**config.mk**
```make
export PLATFORM = sky130hd
export DESIGN_NAME = day_count_between_dates
export DESIGN_NICKNAME = d
export VERILOG_FILES = /design/src/rtl/core/dcbd_pkg.sv /design/src/rtl/core/day_count_between_dates.sv /design/src/rtl/core/dcbd_day_num.sv
export SDC_FILE = /design/constraint.sdc
export NUM_CORES = 2
export LEC_CHECK = 0
export BUFFER_PORTS_ARGS = -buffer_cell sky130_fd_sc_hd__buf_2
export CORE_MARGIN = 10
export CORE_UTILIZATION = 60
export CTS_CLUSTER_DIAMETER = 200
export CTS_CLUSTER_SIZE = 16
export DETAILED_ROUTE_END_ITERATION = 10
export GPL_TIMING_DRIVEN = 0
export PLACE_DENSITY = 0.9
export SLEW_MARGIN = 5
export SYNTH_ARGS = -nofsm -noshare
export SYNTH_HDL_FRONTEND = slang
export SYNTH_SLANG_ARGS = --single-unit
```
**constraint.sdc**
```tcl
create_clock -name clk -period 7.7 [get_ports clk]
set_input_delay 0.77 -clock clk [delete_from_list [all_inputs] [get_ports clk]]
set_output_delay 0.77 -clock clk [all_outputs]
set_load 0.02 [all_outputs]
```
**src/rtl/core/dcbd_pkg.sv**
```systemverilog
// shared constants and the month table for the date day-count pipeline
package dcbd_pkg;

	// field widths
	localparam int YEAR_BITS  = 14;
	localparam int MONTH_BITS = 4;
	localparam int DAY_BITS   = 5;
	localparam int DIFF_BITS  = 22;

	// year plus a rounding offset needs one more bit
	localparam int SUM_BITS = YEAR_BITS + 1;

	// day number: 365 * year plus small terms stays below 2**(YEAR_BITS + 9)
	localparam int DAY_NUM_BITS = YEAR_BITS + 9;

	// days before a month: at most 365, plus a day of up to 31
	localparam int CUM_BITS = 9;
	localparam int MD_BITS  = 10;

	// division by 100 through a reciprocal multiply, exact for x < 2**SUM_BITS
	localparam int RECIP_SHIFT = SUM_BITS + 7;
	localparam int RECIP_100   = ((2 ** RECIP_SHIFT) + 99) / 100;
	localparam int RECIP_BITS  = $clog2(RECIP_100 + 1);
	localparam int PROD_BITS   = SUM_BITS + RECIP_BITS;
	localparam int QUO_BITS    = SUM_BITS - 6;
	localparam int REM_BITS    = 7;

	localparam logic [DIFF_BITS-1:0] DIFF_MAX = {DIFF_BITS{1'b1}};

	// first month that follows february
	localparam logic [MONTH_BITS-1:0] MONTH_MARCH = MONTH_BITS'(3);

	// days of all earlier months in a common year
	function automatic logic [CUM_BITS-1:0] cum_days(input logic [MONTH_BITS-1:0] m);
		logic [CUM_BITS-1:0] r;
		case (m)
			4'd0, 4'd1: r = 9'd0;
			4'd2:       r = 9'd31;
			4'd3:       r = 9'd59;
			4'd4:       r = 9'd90;
			4'd5:       r = 9'd120;
			4'd6:       r = 9'd151;
			4'd7:       r = 9'd181;
			4'd8:       r = 9'd212;
			4'd9:       r = 9'd243;
			4'd10:      r = 9'd273;
			4'd11:      r = 9'd304;
			4'd12:      r = 9'd334;
			default:    r = 9'd365;
		endcase
		return r;
	endfunction

endpackage

```
**src/rtl/core/day_count_between_dates.sv**
```systemverilog
// days between two gregorian dates, four register stages
// each date pair passes the three day-number stages, then the difference stage, to the output
// throughput: one date pair per cycle; the whole pipeline holds while the
// output is stalled, so item_stall follows result_stall when the output is full
// reset: arst_n clears all valid bits asynchronously; data registers are not reset
module day_count_between_dates (
	input  logic                              clk,
	input  logic                              arst_n,
	input  logic                              item_valid,
	output logic                              item_stall,
	input  logic [dcbd_pkg::YEAR_BITS-1:0]    first_year,
	input  logic [dcbd_pkg::MONTH_BITS-1:0]   first_month,
	input  logic [dcbd_pkg::DAY_BITS-1:0]     first_day,
	input  logic [dcbd_pkg::YEAR_BITS-1:0]    second_year,
	input  logic [dcbd_pkg::MONTH_BITS-1:0]   second_month,
	input  logic [dcbd_pkg::DAY_BITS-1:0]     second_day,
	input  logic                              count_last_day,
	output logic                              result_valid,
	input  logic                              result_stall,
	output logic [dcbd_pkg::DIFF_BITS-1:0]    day_difference,
	output logic                              order_error
);

	localparam int NB = dcbd_pkg::DAY_NUM_BITS;
	localparam int DB = dcbd_pkg::DIFF_BITS;

	logic en;
	logic earlier;
	logic [NB-1:0] num_a, num_b, num_b_plus, diff;
	logic v_s1, v_s2, v_s3, v_s4;
	logic err_s1, err_s2, err_s3, err_s4;
	logic plus_s1, plus_s2, plus_s3;
	logic [DB-1:0] diff_s4;

	// pipeline advances unless the output beat is held
	assign en         = !(v_s4 && result_stall);
	assign item_stall = !en;

	// order test on the raw fields, year then month then day
	assign earlier = {second_year, second_month, second_day} <
		{first_year, first_month, first_day};

	dcbd_day_num u_first (
		.clk     (clk),
		.en      (en),
		.year    (first_year),
		.month   (first_month),
		.day     (first_day),
		.day_num (num_a)
	);

	dcbd_day_num u_second (
		.clk     (clk),
		.en      (en),
		.year    (second_year),
		.month   (second_month),
		.day     (second_day),
		.day_num (num_b)
	);

	// valid bits travel with the data
	always_ff @(posedge clk or negedge arst_n) begin
		if (!arst_n) begin
			v_s1 <= 1'b0;
			v_s2 <= 1'b0;
			v_s3 <= 1'b0;
			v_s4 <= 1'b0;
		end else if (en) begin
			v_s1 <= item_valid;
			v_s2 <= v_s1;
			v_s3 <= v_s2;
			v_s4 <= v_s3;
		end
	end

	// side data alongside the day-number stages
	always_ff @(posedge clk) begin
		if (en) begin
			err_s1  <= earlier;
			plus_s1 <= count_last_day;
			err_s2  <= err_s1;
			plus_s2 <= plus_s1;
			err_s3  <= err_s2;
			plus_s3 <= plus_s2;
		end
	end

	// difference, forced to zero on an order error, with clamping at zero and at the field maximum
	assign num_b_plus = num_b + NB'(plus_s3);
	assign diff       = num_b_plus - num_a;

	always_ff @(posedge clk) begin
		if (en) begin
			err_s4 <= err_s3;
			if (err_s3 || (num_b_plus <= num_a)) begin
				diff_s4 <= '0;
			end else if (diff > NB'(dcbd_pkg::DIFF_MAX)) begin
				diff_s4 <= dcbd_pkg::DIFF_MAX;
			end else begin
				diff_s4 <= diff[DB-1:0];
			end
		end
	end

	assign result_valid   = v_s4;
	assign day_difference = diff_s4;
	assign order_error    = err_s4;

endmodule

```
**src/rtl/core/dcbd_day_num.sv**
```systemverilog
// three-stage pipeline turning a year, month and day into a day number
module dcbd_day_num (
	input  logic                                clk,
	input  logic                                en,
	input  logic [dcbd_pkg::YEAR_BITS-1:0]      year,
	input  logic [dcbd_pkg::MONTH_BITS-1:0]     month,
	input  logic [dcbd_pkg::DAY_BITS-1:0]       day,
	output logic [dcbd_pkg::DAY_NUM_BITS-1:0]   day_num
);

	localparam int YB = dcbd_pkg::YEAR_BITS;
	localparam int SB = dcbd_pkg::SUM_BITS;
	localparam int PB = dcbd_pkg::PROD_BITS;
	localparam int QB = dcbd_pkg::QUO_BITS;
	localparam int NB = dcbd_pkg::DAY_NUM_BITS;
	localparam int K  = dcbd_pkg::RECIP_SHIFT;
	localparam logic [PB-1:0] RECIP = PB'(dcbd_pkg::RECIP_100);

	// stage 1 operands
	logic [SB-1:0] y99, y399q;
	logic [YB-1:0] y_s1;
	logic [PB-1:0] p_cent_s1, p_quad_s1, p_year_s1;
	logic [dcbd_pkg::MD_BITS-1:0] md_s1;
	logic late_s1;

	// stage 2 signals
	logic [QB-1:0] q_cent, q_quad, q_year;
	logic [QB+6:0] q_year_x100;
	logic [dcbd_pkg::REM_BITS-1:0] rem100;
	logic [SB-1:0] y3;
	logic [NB-1:0] yr365_s2;
	logic [SB-3:0] quarter_s2;
	logic [QB-1:0] q_cent_s2, q_quad_s2;
	logic [dcbd_pkg::MD_BITS-1:0] md_s2;
	logic leap_add_s2;

	logic [NB-1:0] day_num_s3;

	assign y99   = SB'(year) + SB'(99);
	assign y399q = (SB'(year) + SB'(399)) >> 2;

	// reciprocal products for the century terms, month offset plus day, and the march-or-later flag
	always_ff @(posedge clk) begin
		if (en) begin
			y_s1      <= year;
			p_cent_s1 <= PB'(y99) * RECIP;
			p_quad_s1 <= PB'(y399q) * RECIP;
			p_year_s1 <= PB'(year) * RECIP;
			md_s1     <= dcbd_pkg::MD_BITS'(dcbd_pkg::cum_days(month)) +
				dcbd_pkg::MD_BITS'(day);
			late_s1   <= (month >= dcbd_pkg::MONTH_MARCH);
		end
	end

	// quotients, remainder by 100 and the leap test
	assign q_cent      = p_cent_s1[K +: QB];
	assign q_quad      = p_quad_s1[K +: QB];
	assign q_year      = p_year_s1[K +: QB];
	assign q_year_x100 = (QB+7)'(q_year) * (QB+7)'(100);
	assign rem100      = dcbd_pkg::REM_BITS'(SB'(y_s1) - SB'(q_year_x100));
	assign y3          = SB'(y_s1) + SB'(3);

	always_ff @(posedge clk) begin
		if (en) begin
			yr365_s2    <= NB'(y_s1) * NB'(365);
			quarter_s2  <= y3[SB-1:2];
			q_cent_s2   <= q_cent;
			q_quad_s2   <= q_quad;
			md_s2       <= md_s1;
			leap_add_s2 <= late_s1 &&
				(((y_s1[1:0] == 2'b00) && (rem100 != '0)) ||
				((rem100 == '0) && (q_year[1:0] == 2'b00)));
		end
	end

	// final sum of the day number
	always_ff @(posedge clk) begin
		if (en) begin
			day_num_s3 <= yr365_s2 + NB'(quarter_s2) - NB'(q_cent_s2) + NB'(q_quad_s2) +
				NB'(md_s2) + NB'(leap_add_s2);
		end
	end

	assign day_num = day_num_s3;

endmodule
```
==> summary.md <==
| Metric | Value |
|---|---|
| Clock buffer depth | 3 |
| Critical path required time | 8.00 ns |
| Worst flop-to-flop path endpoint | u_second.yr365_s2[22] |
| Max FO, Critical Path | 10 |
| Slew of the pin with the lowest slew margin | 1.010 ns |
| Global-route wire length before repair | 150.9 mm |
| Number of instances in the synthesized netlist | 3,947 |
| TritonCTS sink count | 297 |
| MaxCap Viol Count | 0 |
| Max_slew headroom | 32.17% |
| GPL Wtd Cong | 0.9280 |
| Largest cells by area after synthesis | sky130_fd_sc_hd__ha_1 27%, sky130_fd_sc_hd__fa_1 24%, sky130_fd_sc_hd__edfxtp_1 21% |
| Horizontal die dimension | 284.6 um |
| Beginning of the worst register-to-register path | u_second.y_s1[6] |
| Detailed-placement wirelength estimate | 76.00 mm |
| Clock input transition at the sequential cells of the worst setup and hold paths | 0.08 ns |
| H-Tree Level Count | 1 |
| Status | finished clean |
| Via total after detailed routing | 28.05k |
| Core Area | 68,950 sq um |
| Number of buffers created by CTS | 22 |
| Hold wc startpoint | count_last_day |
| GRT Overall Usage | 22.72% |
| Portion of synthesized cell area occupied by the leading cell type | 26.69% |
| Via count of the first global-routing pass | 30.35k |
| Filler Cells Inserted | 4,758 |
| Number of distinct library cells after synthesis | 81 |
| Number of cells on the worst hold path | 1 |
| Initial core utilization | 60.91% |
| Via density | 5.598 |
| Number of cells on the worst reg-to-reg path | 18 |
| Flop and latch count out of synthesis | 297 |
| Class of the tightest hold or removal check | in2reg |
| Setup Total Neg Slack | 0 ns |
| Startpoint class of the critical path | input port |
| Iteration count of the initial detailed-routing pass | 5 |
| Slack of the worst reg-to-reg path | 2.40 ns |
| Final Slew Violations | 0 |
| Finish-stage setup viols | 0 |
| Yosys warning total | 0 |
| Share of synthesized registers carrying an async set or reset | 1.347% |
| I/O pin cnt | 76 |
| Die Outline Area | 80,980 sq um |
| DR WL/cell | 18.49 um |
| Netlist area before placement | 42,000 sq um |
| Post-layout util | 64.65% |
| Layout cell share with drive strength beyond 1 | 4.299% |
| Area growth from synthesis to layout | 6.137% |
| Initial drt markers | 1,906 |
| Endpoint kind of the worst setup timing path | register |
| Synth top cells by count | 1,078 x sky130_fd_sc_hd__inv_1, 896 x sky130_fd_sc_hd__ha_1, 511 x sky130_fd_sc_hd__fa_1 |
| Antenna violations before repair | 17 |
| Final clock period utilization by the worst path | 97.24% |
| CP Data Arrival Time | 7.79 ns |
| Overflow left after global routing | 0 |
| Final Hold Violating Endpoints | 0 |
| Largest net degree at the start of global routing | 112 |
| Row count | 96 |
| Drt total wl | 92.65 mm |
| Most frequently used cell type in the post-synthesis netlist | sky130_fd_sc_hd__inv_1 |
| Peak clock frequency supported by timing | 133.6 MHz |
| Avg Synthesized Cell Area | 10.64 sq um |
| Min-Delay Endpoint | plus_s1 |
| Fin nets | 5,523 |
| Die extent in y | 284.6 um |
| Worst-skew pair later-pin latency | 0.56 ns |
| Setup Crit Path Kind | in2reg |
| Most used flip-flop cell after synthesis | sky130_fd_sc_hd__edfxtp_1 |
| Number of design rule violations left after detail routing | 0 |
| Master cell of the clock root buffer | sky130_fd_sc_hd__clkbuf_16 |
| Worst clock skew on the final layout | 0.01686 ns |
| TritonCTS clock tree | built |
| Minimum period implied by the final worst setup slack | 7.488 ns |
| Port buffer count | 75 |
| Proportion of synthesized chip area in sequential cells | 21.19% |
| Number of enable-type register cells in the synthesized netlist | 293 |
| Library cell with the largest summed area after synthesis | sky130_fd_sc_hd__ha_1 |
| Final ANT Viol Nets | 0 |
state kept, by name (all words and copies together), names as in the netlist, 10 cells and up:
name and count:
day_difference 22, u_second.yr365_s2 23, u_first.md_s2 10, u_second.md_s1 10
u_second.md_s2 10, u_first.quarter_s2 13, u_first.day_num 23, u_first.y_s1 14
u_second.day_num 23, u_second.y_s1 14, u_first.yr365_s2 23, u_second.quarter_s2 13
u_first.md_s1 10
worst max-delay path: stages:
cell and delay [ns]:
sky130_fd_sc_hd__buf_2 0.21, sky130_fd_sc_hd__inv_1 0.37, sky130_fd_sc_hd__ha_2 0.39, sky130_fd_sc_hd__o21ai_1 0.21, sky130_fd_sc_hd__nand3_1 0.16, sky130_fd_sc_hd__nand2_1 0.12
sky130_fd_sc_hd__xnor2_1 0.51, sky130_fd_sc_hd__inv_1 0.25, sky130_fd_sc_hd__ha_1 0.38, sky130_fd_sc_hd__inv_1 0.07, sky130_fd_sc_hd__fa_1 0.51, sky130_fd_sc_hd__inv_1 0.06
sky130_fd_sc_hd__fa_1 0.47, sky130_fd_sc_hd__ha_1 0.29, sky130_fd_sc_hd__inv_1 0.04, sky130_fd_sc_hd__fa_1 0.48, sky130_fd_sc_hd__inv_1 0.04, sky130_fd_sc_hd__ha_1 0.29
sky130_fd_sc_hd__nand3_1 0.09, sky130_fd_sc_hd__or3_1 0.39, sky130_fd_sc_hd__a211oi_1 0.56, sky130_fd_sc_hd__o311ai_2 0.19, sky130_fd_sc_hd__a31oi_1 0.30, sky130_fd_sc_hd__nor2_1 0.13
sky130_fd_sc_hd__a211o_1 0.32, sky130_fd_sc_hd__xnor2_1 0.15
layer usage:
layer / track usage (%) / wire length (um)
met5: 0 / 96
met4: 7.541 / 3619
met3: 3.878 / 7249
met2: 40.36 / 45970
met1: 27.58 / 35710
per-stage QoR:
stage	area, sq um	std cells	hold slack, ns	setup WS, ns
2_1_floorplan	42000	3948	0.4003	0.5931
3_3_place_gp	43540	4954	0.4006	-0.8458
3_5_place_dp	43610	4956	0.4045	-1.160
4_1_cts	44350	4990	0.3858	0.04851
5_1_grt	44550	5002	0.3896	-0.1053
6_report	44570	5010	0.4024	0.2122
cells in the final DEF (no fill, tap or decap), drive strengths merged, types with 18 or more instances in the layout:
master  Yosys  layout
inv      1078    1077
ha        896     896
fa        511     511
edfxtp    293     293
xnor2     202     202
a21oi     135     135
nor2      122     122
buf         5      94
nand2      82      82
o21ai      77      77
xor2       57      57
a21o       56      56
nand3      53      53
nor3       41      41
nor2b      36      36
clkbuf      5      36
nand2b     27      27
o21a       25      25
and3       20      20
nand4      18      18
area by class of cell:
type	count	area, sq um	share of cell area [%]
Tap cell	931	1165	2.613
Buffer	10	45.04	0.1011
Inverter	1078	4054	9.095
Antenna cell	8	20.02	0.04491
Clock buffer	28	573.1	1.286
Timing Repair Buffer	93	560.5	1.258
Sequential cell	297	8899	19.96
Clock inverter	2	38.79	0.08702
Multi-Input combinational cell	2563	29220	65.55
repair_timing:
item | in CTS | in global routing
cloned | 0 | 0
pin swaps | 2 | 4
setup endpoints to repair | 15 | 14
endpoints found under the hold margin | 4 | 0
hold buffers | 1 | 0
resized for setup | 14 | 24
buffers inserted | 3 | 12
how the worst max path moves through the flow:
stage | depth (start not counted) | to | slack, ns | startpoint
3_3_place_gp | 25 | u_first.p_quad_s1[27] | -0.85 | first_year[0]
2_1_floorplan | 26 | u_second.p_quad_s1[28] | 0.59 | second_year[2]
4_1_cts | 25 | u_second.p_quad_s1[28] | 0.05 | second_year[2]
6_report | 26 | u_first.p_quad_s1[28] | 0.21 | first_year[0]
3_5_place_dp | 25 | u_second.p_quad_s1[28] | -1.16 | second_year[2]
5_1_grt | 27 | u_first.p_cent_s1[28] | -0.11 | first_year[1]
logic make-up (layout without fill, tap and decap cells):
group,Yosys count,after routing,share of synthesized area [%]
AOI/OAI and AO/OA,419,419,6.650
xor gates and xnor gates,259,259,5.437
adders and majority gates,1407,1407,51.05
buffers and inverters,1088,1211,9.742
DFF,297,297,21.19
muxes,17,17,0.4528
other,1,10,0.008929
and+or+nand+nor,459,459,5.467
Power is not shown: default switching activity piles up to over one toggle a cycle in this logic, so the estimate is an artifact.
